### src/sv/dmps_pkg.sv
// dmps_pkg: constants and field widths shared by the priority sorter files
// no dependencies; taken in by the interfaces and the top level

package dmps_pkg;

   localparam int FIELD_TIME_W = 32;
   localparam int TASK_IDX_W   = 5;
   localparam int CSR_ADDR_W   = 2;
   localparam int CSR_DATA_W   = 2;

   localparam logic [CSR_ADDR_W-1:0] REG_IMPORTANT_FIRST = 2'd0;
   localparam logic [CSR_ADDR_W-1:0] REG_KEY_IS_DEADLINE = 2'd1;
   localparam logic [CSR_ADDR_W-1:0] REG_LIMIT_POLICY    = 2'd2;

   localparam logic [1:0] POLICY_NONE     = 2'd0;
   localparam logic [1:0] POLICY_SMALLEST = 2'd1;
   localparam logic [1:0] POLICY_LARGEST  = 2'd2;

endpackage

### src/sv/dmps_ifs.sv
// dmps_ifs: valid/ready channel interfaces for task words, result words and csr writes
// depends on dmps_pkg for field widths

interface dmps_req_if import dmps_pkg::*; ();
   logic                    valid;
   logic                    ready;
   logic                    task_important;
   logic [FIELD_TIME_W-1:0] task_deadline;
   logic [FIELD_TIME_W-1:0] task_period;
   logic [FIELD_TIME_W-1:0] avg_exec_time;
   logic                    has_limit_options;
   logic [FIELD_TIME_W-1:0] smallest_limit;
   logic [FIELD_TIME_W-1:0] largest_limit;
   logic                    last_task;

   modport source (output valid, task_important, task_deadline, task_period, avg_exec_time,
                   has_limit_options, smallest_limit, largest_limit, last_task,
                   input ready);
   modport sink (input valid, task_important, task_deadline, task_period, avg_exec_time,
                 has_limit_options, smallest_limit, largest_limit, last_task,
                 output ready);
endinterface

interface dmps_rsp_if import dmps_pkg::*; ();
   logic                    valid;
   logic                    ready;
   logic [TASK_IDX_W-1:0]   task_index;
   logic [FIELD_TIME_W-1:0] chosen_limit;
   logic                    limit_valid;
   logic                    last_result;
   logic                    tasks_dropped;

   modport source (output valid, task_index, chosen_limit, limit_valid, last_result,
                   tasks_dropped, input ready);
   modport sink (input valid, task_index, chosen_limit, limit_valid, last_result,
                 tasks_dropped, output ready);
endinterface

interface dmps_csr_if import dmps_pkg::*; ();
   logic                  valid;
   logic                  ready;
   logic [CSR_ADDR_W-1:0] addr;
   logic [CSR_DATA_W-1:0] data;

   modport source (output valid, addr, data, input ready);
   modport sink (input valid, addr, data, output ready);
endinterface

### src/sv/dmps_store.sv
// dmps_store: task entry memory, one write port and one registered read port
// no dependencies

module dmps_store #(
   parameter int DEPTH  = 32,
   parameter int DATA_W = 98
) (
   input  logic                     clock,
   input  logic                     wr_en,
   input  logic [$clog2(DEPTH)-1:0] wr_addr,
   input  logic [DATA_W-1:0]        wr_data,
   input  logic [$clog2(DEPTH)-1:0] rd_addr,
   output logic [DATA_W-1:0]        rd_data
);

   logic [DATA_W-1:0] mem [DEPTH];
   logic [DATA_W-1:0] rd_data_ff;

   always_ff @(posedge clock) begin
      if (wr_en) begin
         mem[wr_addr] <= wr_data;
      end
      rd_data_ff <= mem[rd_addr];
   end

   assign rd_data = rd_data_ff;

endmodule

### src/sv/dmps_cmp.sv
// dmps_cmp: shared priority compare, true when task a ranks strictly ahead of task b
// no dependencies

module dmps_cmp #(
   parameter int KEY_W = 32,
   parameter int IDX_W = 5
) (
   input  logic             important_first,
   input  logic             a_imp,
   input  logic [KEY_W-1:0] a_key,
   input  logic [KEY_W-1:0] a_avg,
   input  logic [IDX_W-1:0] a_idx,
   input  logic             b_imp,
   input  logic [KEY_W-1:0] b_key,
   input  logic [KEY_W-1:0] b_avg,
   input  logic [IDX_W-1:0] b_idx,
   output logic             a_first
);

   always_comb begin
      if (important_first && (a_imp != b_imp)) begin
         a_first = a_imp;
      end else if (a_key != b_key) begin
         a_first = a_key < b_key;
      end else if (a_avg != b_avg) begin
         a_first = a_avg < b_avg;
      end else begin
         a_first = a_idx < b_idx;
      end
   end

endmodule

### src/sv/deadline_monotonic_priority_sort.sv
// deadline_monotonic_priority_sort: task set loader and priority-order emitter
// depends on dmps_pkg, dmps_ifs, dmps_store and dmps_cmp
//
// req_chan takes one task word per accepted handshake; ready is high
// only while the block is loading. a word with last_task set closes the set.
// the set of n stored tasks then leaves on rsp_chan as n words, highest priority first.
// each rank is found by a scan of the entry memory through the one compare unit:
// the scan reads every stored entry, one step waits out the registered read
// and one hand-over step puts the winner into the result register.
// csr_chan is always ready; a write is registered in the cycle it is accepted.
// tasks beyond MAX_TASKS are dropped and every result of that set flags tasks_dropped.
// reset clears the registers to their defaults, the task count and the drop flag.
// the result word is held in an output register; when the receiver stalls, the word
// holds and the next scan waits at its hand-over until the register frees.

module deadline_monotonic_priority_sort import dmps_pkg::*; #(
   parameter int MAX_TASKS = 32,
   parameter int TIME_BITS = 32
) (
   input logic      clock,
   input logic      reset,
   dmps_req_if.sink req_chan,
   dmps_rsp_if.source rsp_chan,
   dmps_csr_if.sink csr_chan
);

   localparam int IDX_W   = $clog2(MAX_TASKS);
   localparam int CNT_W   = $clog2(MAX_TASKS + 1);
   localparam int STORE_W = (TIME_BITS < FIELD_TIME_W) ? TIME_BITS : FIELD_TIME_W;

   typedef struct packed {
      logic               imp;
      logic [STORE_W-1:0] key;
      logic [STORE_W-1:0] avg;
      logic [STORE_W-1:0] lim;
      logic               lim_valid;
   } entry_type;

   typedef enum logic [1:0] {ST_LOAD, ST_SCAN, ST_DRAIN, ST_PUT} state_type;

   state_type              state_ff, state_in;
   logic                   imp_first_ff, imp_first_in;
   logic                   key_dl_ff, key_dl_in;
   logic [1:0]             policy_ff, policy_in;
   logic [CNT_W-1:0]       count_ff, count_in;
   logic                   ovf_ff, ovf_in;
   logic [IDX_W-1:0]       scan_ff, scan_in;
   logic [IDX_W-1:0]       rank_ff, rank_in;
   logic                   cmp_vld_ff, cmp_vld_in;
   logic [IDX_W-1:0]       cmp_idx_ff, cmp_idx_in;
   logic                   best_vld_ff, best_vld_in;
   entry_type              best_ff, best_in;
   logic [IDX_W-1:0]       best_idx_ff, best_idx_in;
   logic [MAX_TASKS-1:0]   emitted_ff, emitted_in;
   logic                   rsp_valid_ff, rsp_valid_in;
   logic [TASK_IDX_W-1:0]  rsp_index_ff, rsp_index_in;
   logic [FIELD_TIME_W-1:0] rsp_limit_ff, rsp_limit_in;
   logic                   rsp_lim_vld_ff, rsp_lim_vld_in;
   logic                   rsp_last_ff, rsp_last_in;
   logic                   rsp_drop_ff, rsp_drop_in;

   entry_type        wr_entry;
   entry_type        rd_entry;
   logic             wr_en;
   logic             cand_first;
   logic [IDX_W-1:0] last_idx;
   logic             has_room;

   assign last_idx = IDX_W'(count_ff - CNT_W'(1));
   assign has_room = count_ff < CNT_W'(MAX_TASKS);

   // entry as stored: of the two keys and the two limits, only the chosen ones are kept
   always_comb begin
      wr_entry.imp = req_chan.task_important;
      wr_entry.avg = req_chan.avg_exec_time[STORE_W-1:0];
      if (key_dl_ff) begin
         wr_entry.key = req_chan.task_deadline[STORE_W-1:0];
      end else begin
         wr_entry.key = req_chan.task_period[STORE_W-1:0];
      end
      if ((policy_ff == POLICY_NONE) || !req_chan.has_limit_options) begin
         wr_entry.lim_valid = 1'b0;
         wr_entry.lim       = '0;
      end else if (policy_ff == POLICY_SMALLEST) begin
         wr_entry.lim_valid = 1'b1;
         wr_entry.lim       = req_chan.smallest_limit[STORE_W-1:0];
      end else begin
         wr_entry.lim_valid = 1'b1;
         wr_entry.lim       = req_chan.largest_limit[STORE_W-1:0];
      end
   end

   dmps_store #(
      .DEPTH  (MAX_TASKS),
      .DATA_W ($bits(entry_type))
   ) u_store (
      .clock   (clock),
      .wr_en   (wr_en),
      .wr_addr (count_ff[IDX_W-1:0]),
      .wr_data (wr_entry),
      .rd_addr (scan_ff),
      .rd_data (rd_entry)
   );

   dmps_cmp #(
      .KEY_W (STORE_W),
      .IDX_W (IDX_W)
   ) u_cmp (
      .important_first (imp_first_ff),
      .a_imp           (rd_entry.imp),
      .a_key           (rd_entry.key),
      .a_avg           (rd_entry.avg),
      .a_idx           (cmp_idx_ff),
      .b_imp           (best_ff.imp),
      .b_key           (best_ff.key),
      .b_avg           (best_ff.avg),
      .b_idx           (best_idx_ff),
      .a_first         (cand_first)
   );

   assign req_chan.ready = (state_ff == ST_LOAD);
   assign csr_chan.ready = 1'b1;

   always_comb begin
      state_in       = state_ff;
      imp_first_in   = imp_first_ff;
      key_dl_in      = key_dl_ff;
      policy_in      = policy_ff;
      count_in       = count_ff;
      ovf_in         = ovf_ff;
      scan_in        = scan_ff;
      rank_in        = rank_ff;
      cmp_vld_in     = 1'b0;
      cmp_idx_in     = cmp_idx_ff;
      best_vld_in    = best_vld_ff;
      best_in        = best_ff;
      best_idx_in    = best_idx_ff;
      emitted_in     = emitted_ff;
      rsp_valid_in   = rsp_valid_ff;
      rsp_index_in   = rsp_index_ff;
      rsp_limit_in   = rsp_limit_ff;
      rsp_lim_vld_in = rsp_lim_vld_ff;
      rsp_last_in    = rsp_last_ff;
      rsp_drop_in    = rsp_drop_ff;
      wr_en          = 1'b0;

      if (csr_chan.valid) begin
         case (csr_chan.addr)
            REG_IMPORTANT_FIRST: imp_first_in = csr_chan.data[0];
            REG_KEY_IS_DEADLINE: key_dl_in    = csr_chan.data[0];
            REG_LIMIT_POLICY:    policy_in    = csr_chan.data[1:0];
            default: ;
         endcase
      end

      if (rsp_valid_ff && rsp_chan.ready) begin
         rsp_valid_in = 1'b0;
      end

      // running minimum over the entry read back last cycle
      if (cmp_vld_ff && !emitted_ff[cmp_idx_ff] && (!best_vld_ff || cand_first)) begin
         best_vld_in = 1'b1;
         best_in     = rd_entry;
         best_idx_in = cmp_idx_ff;
      end

      case (state_ff)
         ST_LOAD: begin
            if (req_chan.valid) begin
               if (has_room) begin
                  wr_en    = 1'b1;
                  count_in = CNT_W'(count_ff + CNT_W'(1));
               end else begin
                  ovf_in = 1'b1;
               end
               if (req_chan.last_task) begin
                  state_in    = ST_SCAN;
                  scan_in     = '0;
                  rank_in     = '0;
                  best_vld_in = 1'b0;
                  emitted_in  = '0;
               end
            end
         end
         ST_SCAN: begin
            cmp_vld_in = 1'b1;
            cmp_idx_in = scan_ff;
            if (scan_ff == last_idx) begin
               state_in = ST_DRAIN;
            end else begin
               scan_in = IDX_W'(scan_ff + 1'b1);
            end
         end
         ST_DRAIN: begin
            state_in = ST_PUT;
         end
         ST_PUT: begin
            if (!rsp_valid_ff || rsp_chan.ready) begin
               rsp_valid_in            = 1'b1;
               rsp_index_in            = TASK_IDX_W'(best_idx_ff);
               rsp_limit_in            = FIELD_TIME_W'(best_ff.lim);
               rsp_lim_vld_in          = best_ff.lim_valid;
               rsp_last_in             = (rank_ff == last_idx);
               rsp_drop_in             = ovf_ff;
               emitted_in[best_idx_ff] = 1'b1;
               best_vld_in             = 1'b0;
               if (rank_ff == last_idx) begin
                  state_in = ST_LOAD;
                  count_in = '0;
                  ovf_in   = 1'b0;
               end else begin
                  state_in = ST_SCAN;
                  rank_in  = IDX_W'(rank_ff + 1'b1);
                  scan_in  = '0;
               end
            end
         end
         default: begin
            state_in = ST_LOAD;
         end
      endcase
   end

   always_ff @(posedge clock) begin
      if (reset) begin
         state_ff     <= ST_LOAD;
         imp_first_ff <= 1'b0;
         key_dl_ff    <= 1'b1;
         policy_ff    <= POLICY_NONE;
         count_ff     <= '0;
         ovf_ff       <= 1'b0;
         cmp_vld_ff   <= 1'b0;
         best_vld_ff  <= 1'b0;
         rsp_valid_ff <= 1'b0;
      end else begin
         state_ff     <= state_in;
         imp_first_ff <= imp_first_in;
         key_dl_ff    <= key_dl_in;
         policy_ff    <= policy_in;
         count_ff     <= count_in;
         ovf_ff       <= ovf_in;
         cmp_vld_ff   <= cmp_vld_in;
         best_vld_ff  <= best_vld_in;
         rsp_valid_ff <= rsp_valid_in;
      end
      scan_ff        <= scan_in;
      rank_ff        <= rank_in;
      cmp_idx_ff     <= cmp_idx_in;
      best_ff        <= best_in;
      best_idx_ff    <= best_idx_in;
      emitted_ff     <= emitted_in;
      rsp_index_ff   <= rsp_index_in;
      rsp_limit_ff   <= rsp_limit_in;
      rsp_lim_vld_ff <= rsp_lim_vld_in;
      rsp_last_ff    <= rsp_last_in;
      rsp_drop_ff    <= rsp_drop_in;
   end

   assign rsp_chan.valid         = rsp_valid_ff;
   assign rsp_chan.task_index    = rsp_index_ff;
   assign rsp_chan.chosen_limit  = rsp_limit_ff;
   assign rsp_chan.limit_valid   = rsp_lim_vld_ff;
   assign rsp_chan.last_result   = rsp_last_ff;
   assign rsp_chan.tasks_dropped = rsp_drop_ff;

   a_count_in_range: assert property (@(posedge clock) disable iff (reset)
      count_ff <= CNT_W'(MAX_TASKS))
      else $error("task count beyond store depth");

   a_put_has_winner: assert property (@(posedge clock) disable iff (reset)
      (state_ff == ST_PUT) |-> (best_vld_ff && !emitted_ff[best_idx_ff]))
      else $error("hand-over without a fresh winner");

   a_rank_in_set: assert property (@(posedge clock) disable iff (reset)
      (state_ff != ST_LOAD) |-> ((CNT_W'(rank_ff) < count_ff) && (count_ff != '0)))
      else $error("rank beyond stored set");

   a_emit_after_put: assert property (@(posedge clock) disable iff (reset)
      (rsp_valid_ff && !$past(rsp_valid_ff)) |-> ($past(state_ff) == ST_PUT))
      else $error("result word raised outside hand-over");

endmodule
### src/flat_wrapper.sv
// flat-port wrapper written by rule: the top's interface ports become plain ports
module deadline_monotonic_priority_sort_flat import dmps_pkg::*;
#(
   parameter int MAX_TASKS = 32,
   parameter int TIME_BITS = 32
)
  (clock, reset, req_chan_valid, req_chan_task_important, req_chan_task_deadline, req_chan_task_period, req_chan_avg_exec_time, req_chan_has_limit_options, req_chan_smallest_limit, req_chan_largest_limit, req_chan_last_task, req_chan_ready, rsp_chan_valid, rsp_chan_task_index, rsp_chan_chosen_limit, rsp_chan_limit_valid, rsp_chan_last_result, rsp_chan_tasks_dropped, rsp_chan_ready, csr_chan_valid, csr_chan_addr, csr_chan_data, csr_chan_ready);
  dmps_req_if req_chan_i ();
  dmps_rsp_if rsp_chan_i ();
  dmps_csr_if csr_chan_i ();
  input logic clock;
  input logic reset;
  input wire logic [$bits(req_chan_i.valid)-1:0] req_chan_valid;
  input wire logic [$bits(req_chan_i.task_important)-1:0] req_chan_task_important;
  input wire logic [$bits(req_chan_i.task_deadline)-1:0] req_chan_task_deadline;
  input wire logic [$bits(req_chan_i.task_period)-1:0] req_chan_task_period;
  input wire logic [$bits(req_chan_i.avg_exec_time)-1:0] req_chan_avg_exec_time;
  input wire logic [$bits(req_chan_i.has_limit_options)-1:0] req_chan_has_limit_options;
  input wire logic [$bits(req_chan_i.smallest_limit)-1:0] req_chan_smallest_limit;
  input wire logic [$bits(req_chan_i.largest_limit)-1:0] req_chan_largest_limit;
  input wire logic [$bits(req_chan_i.last_task)-1:0] req_chan_last_task;
  output wire logic [$bits(req_chan_i.ready)-1:0] req_chan_ready;
  output wire logic [$bits(rsp_chan_i.valid)-1:0] rsp_chan_valid;
  output wire logic [$bits(rsp_chan_i.task_index)-1:0] rsp_chan_task_index;
  output wire logic [$bits(rsp_chan_i.chosen_limit)-1:0] rsp_chan_chosen_limit;
  output wire logic [$bits(rsp_chan_i.limit_valid)-1:0] rsp_chan_limit_valid;
  output wire logic [$bits(rsp_chan_i.last_result)-1:0] rsp_chan_last_result;
  output wire logic [$bits(rsp_chan_i.tasks_dropped)-1:0] rsp_chan_tasks_dropped;
  input wire logic [$bits(rsp_chan_i.ready)-1:0] rsp_chan_ready;
  input wire logic [$bits(csr_chan_i.valid)-1:0] csr_chan_valid;
  input wire logic [$bits(csr_chan_i.addr)-1:0] csr_chan_addr;
  input wire logic [$bits(csr_chan_i.data)-1:0] csr_chan_data;
  output wire logic [$bits(csr_chan_i.ready)-1:0] csr_chan_ready;
  assign req_chan_i.valid = req_chan_valid;
  assign req_chan_i.task_important = req_chan_task_important;
  assign req_chan_i.task_deadline = req_chan_task_deadline;
  assign req_chan_i.task_period = req_chan_task_period;
  assign req_chan_i.avg_exec_time = req_chan_avg_exec_time;
  assign req_chan_i.has_limit_options = req_chan_has_limit_options;
  assign req_chan_i.smallest_limit = req_chan_smallest_limit;
  assign req_chan_i.largest_limit = req_chan_largest_limit;
  assign req_chan_i.last_task = req_chan_last_task;
  assign req_chan_ready = req_chan_i.ready;
  assign rsp_chan_valid = rsp_chan_i.valid;
  assign rsp_chan_task_index = rsp_chan_i.task_index;
  assign rsp_chan_chosen_limit = rsp_chan_i.chosen_limit;
  assign rsp_chan_limit_valid = rsp_chan_i.limit_valid;
  assign rsp_chan_last_result = rsp_chan_i.last_result;
  assign rsp_chan_tasks_dropped = rsp_chan_i.tasks_dropped;
  assign rsp_chan_i.ready = rsp_chan_ready;
  assign csr_chan_i.valid = csr_chan_valid;
  assign csr_chan_i.addr = csr_chan_addr;
  assign csr_chan_i.data = csr_chan_data;
  assign csr_chan_ready = csr_chan_i.ready;
  deadline_monotonic_priority_sort #(.MAX_TASKS(MAX_TASKS), .TIME_BITS(TIME_BITS)) u_core (.clock(clock), .reset(reset), .req_chan(req_chan_i), .rsp_chan(rsp_chan_i), .csr_chan(csr_chan_i));
endmodule
### config.mk
export PLATFORM = sky130hd
export DESIGN_NAME = deadline_monotonic_priority_sort_flat
export DESIGN_NICKNAME = d
export VERILOG_FILES = /design/src/sv/dmps_pkg.sv /design/src/sv/dmps_ifs.sv /design/src/sv/dmps_store.sv /design/src/sv/dmps_cmp.sv /design/src/sv/deadline_monotonic_priority_sort.sv /design/src/flat_wrapper.sv
export SDC_FILE = /design/constraint.sdc
export NUM_CORES = 2
export LEC_CHECK = 0
export ABC_CLOCK_PERIOD_IN_PS = 13100
export BUFFER_PORTS_ARGS = -buffer_cell sky130_fd_sc_hd__buf_2
export CORE_MARGIN = 5
export CORE_UTILIZATION = 35
export CTS_BUF_LIST = sky130_fd_sc_hd__clkbuf_4
export DETAILED_ROUTE_END_ITERATION = 10
export PLACE_DENSITY = 0.54
export SLEW_MARGIN = 10
export SYNTH_ARGS = -nofsm -noshare
export SYNTH_HDL_FRONTEND = slang
export SYNTH_SLANG_ARGS = --single-unit
### constraint.sdc
create_clock -name clock -period 13.1 [get_ports clock]
set_input_delay 1.31 -clock clock [delete_from_list [all_inputs] [get_ports clock]]
set_output_delay 1.31 -clock clock [all_outputs]
set_load 0.05 [all_outputs]
==> results.tsv <==
stage	metric	value	unit
synth	synth_area_leaders	edfxtp_1 (76%), mux4_2 (17%), dfxtp_1 (1.7%)	
layout	layout.nets	6606	
worst_setup_path	critPathMaxFanout	47	
layout	fill_cells	33200	
synth	synth_area	131000	um2
timing	whs	245	ps
timing	layout_min_cycle_time	5000	ps
layout	drive_above_1_share	41.0	%
route	via_per_inst	5.16	
worst_setup_path	worstRegToRegCells	8	
placement	finalWeightedCongestion	0.744	
placement	dp_slack	7460	ps
timing	rsz0062_at_grt	false	
synth	synth_nets	5637	
layout	area.growth.synth_to_final	14.5	%
synth	synthArstFlopShare	0	%
grt	grt_pass1_wl	485000	um
clock_tree	h-tree-depth	6	
die	io_pins	215	
clock_tree	root_buffer	clkbuf_4	
clock_tree	numCtsBuffers	852	
timing	slew_viol_final	0	
grt	grt_max_degree	144	
die	die_area	386000	um2
grt	antenna_found_initial	43	
route	drc	0	
synth	ys_seq_area_share	78.1	%
synth	synth_most_common_cell	edfxtp_1	
clock_tree	cts_resized	0	
synth	synth_area_per_cell	24.3	um2
synth	synth.distinct_cells	54	
worst_setup_path	r2r_end	u_core.u_store.mem[1][57]$_DFFE_PP_	
pwr	peakVddDrop	168	uV
worst_setup_path	path_class	register to register	
die	die_h	621	um
worst_setup_path	r2r_start	u_core.state_ff[0]$_SDFFE_PP0P_	
synth	synth_top_cell_by_area	edfxtp_1	
timing	final.setup_skew	140	ps
timing	fmax	0.200	GHz
worst_setup_path	crit_path_end_kind	register	
layout	multi_input_area	27600	um2
grt	grt_remaining_overflow	0	
min_path	min_from	req_chan_avg_exec_time[16]	
route	vias	62100	
synth	synthTopCellsByCount	edfxtp_1 (3326), mux4_2 (988), clkbuf_1 (153)	
timing	final_hold_viol_count	0	
timing	setup_tns	0	ps
grt	grt.total_usage	17.4	%
die	rows	224	
worst_setup_path	required	14180	ps
timing	tightestPinTransition	1220	ps
min_path	holdCritPathClass	input port to register	
synth	synth_edf_count	3326	
timing	setup_slack	8100	ps
timing	slew_headroom	18.1	%
clock_tree	clk_pin_slew	70	ps
route	wl_per_cell	28.6	um
clock_tree	clock_sinks	3440	
synth	ys_seq_elements	3440	
worst_setup_path	critPathLaunchType	register	
placement	port-buffer-count	213	
pwr	p_leak	0.0475	uW
clock_tree	cts_max_path_buffers	4	
die	coreArea	372000	um2
die	die_x	621	um
min_path	hold-path-endpoint	u_core.u_store.mem[2][49]$_DFFE_PP_	
route	drtIter0Drc	6013	
placement	dpl.hpwl	174000	um
route	ant_nets	0	
layout	seq_area	102000	um2
run_status	status	finished, final reports clean	
synth	yosysTopAreaCellShare	76.3	%
timing	period_share	38.2	%
grt	grt_pass1_vias	66100	
die	initial_utilization	35.1	%
layout	fin_util	40.3	%
flow_run	cap_violations	0	
timing	finalSetupViolations	0	
clock_tree	clk_latency	1590	ps
synth	synthCells	5386	
route	wl	343000	um
min_path	holdPathStages	1	
synth	synth-warning-count	0	
worst_setup_path	arrival	6080	ps
synth	synthFlopType	edfxtp_1	
route	dr.pass1.iters	7	
worst_setup_path	r2r_slack	8100	ps
pwr	powerDensity	196	nW/um2
clock_tree	cts_tree	done	
==> state kept, by name, indices dropped and copies added (netlist names), 2 cells and up <==
register	cells
u_core.best_ff	98
u_core.count_ff	6
u_core.rank_ff	5
u_core.best_idx_ff	5
u_core.emitted_ff	32
u_core.scan_ff	5
u_core.policy_ff	2
u_core.state_ff	2
u_core.u_store.mem	3136
u_core.rsp_chan.task_index	5
u_core.u_store.rd_data	98
u_core.cmp_idx_ff	5
u_core.rsp_chan.chosen_limit	32
==> metrics by stage <==
stage / cells / cell area (um2) / total power [uW]
6_report: 12000 / 150000 / 29400
5_1_grt: 12000 / 150000 / 30800
4_1_cts: 12000 / 150000 / 29900
3_5_place_dp: 10500 / 139000 / 20900
3_3_place_gp: 10500 / 139000 / 20800
2_1_floorplan: 5386 / 131000 / 18500
==> metal layers <==
layer | vias up | track usage, % | share of wire, %
li1 | 25700 | - | -
met1 | 33400 | 23.1 | 41
met2 | 2371 | 28.5 | 49
met3 | 551 | 3.81 | 6.8
met4 | 16 | 6.13 | 3.0
met5 | - | 0 | 0.027
==> worst max-delay path, cell delays in order (launching register included) <==
cell and delay, ps:
dfxtp_1 350, inv_1 120, ha_1 310, inv_1 120, nor2_1 410, nand2_1 610, nor2_4 810, buf_4 790
buf_4 870
==> layout make-up <==
type	count	area share, %
Tap cell	4972	4.15
Timing Repair Buffer	373	1.69
Clock inverter	275	1.01
Sequential cell	3440	68.2
Antenna cell	12	0.0200
Inverter	77	0.193
Multi-Input combinational cell	1611	18.4
Clock buffer	1268	6.35
==> report_power, final <==
| group | total (uW) | leakage (uW) | switching (uW) | internal [uW] |
|---|---|---|---|---|
| clock network | 8930 | 0.00654 | 4310 | 4620 |
| registers | 13000 | 0.0310 | 310 | 12700 |
| logic | 7440 | 0.0100 | 3800 | 3640 |
==> worst max path at each step <==
stage	from	endpoint	slack (ps)	cells past startpoint
after floorplan	u_core.cmp_idx_ff[0]$_DFFE_PP_	u_core.best_ff[0]$_DFFE_PP_	3070	7
after global placement	req_chan_valid	u_core.u_store.mem[1][2]$_DFFE_PP_	7520	7
after detailed placement	req_chan_valid	u_core.u_store.mem[1][52]$_DFFE_PP_	7460	7
after CTS	u_core.scan_ff[0]$_SDFFCE_PN0P_	u_core.u_store.rd_data[5]$_DFF_P_	7950	6
after global routing	u_core.scan_ff[0]$_SDFFCE_PN0P_	u_core.u_store.rd_data[5]$_DFF_P_	7650	6
final	u_core.state_ff[0]$_SDFFE_PP0P_	u_core.u_store.mem[1][57]$_DFFE_PP_	8100	8
==> cell usage in the layout (no fill, tap or decap), types with 26 or more instances in the layout <==
cell      Yosys  layout
edfxtp_1   3326    3326
nor2_1       66      33
nor2_4        0      32
clkinv_1      0     193
dfxtp_1     114     112
mux2_2      130     130
a21oi_1      42      42
clkinv_2      0      29
buf_4        13     126
nand3_1      26      26
a22oi_1      32      32
inv_1        77      77
buf_2        70     213
mux4_2      988     988
ha_1         79      79
clkbuf_4      0    1268
nand2_1      27      27
nor2b_1      57      33
==> cell families after synthesis <==
logic type	Yosys count	share of synthesized area (%)
flip-flops	3440	78.1
XOR/XNOR	22	0.189
AND/OR/NAND/NOR	241	0.956
adder cells (fa/ha/maj)	79	0.756
other	1	0.00287
multiplexers	1125	18.2
buffers and inverters	335	1.09
AO/OA/AOI/OAI	143	0.735
==> what timing repair did <==
| item | 4_1_cts | 5_1_grt |
|---|---|---|
| endpoints found under the setup margin | 0 | 0 |
| setup buffers | 0 | 0 |
| hold buffers | 16 | 0 |
| endpoints found under the hold margin | 72 | 0 |
(Power assumes the default switching activity.)
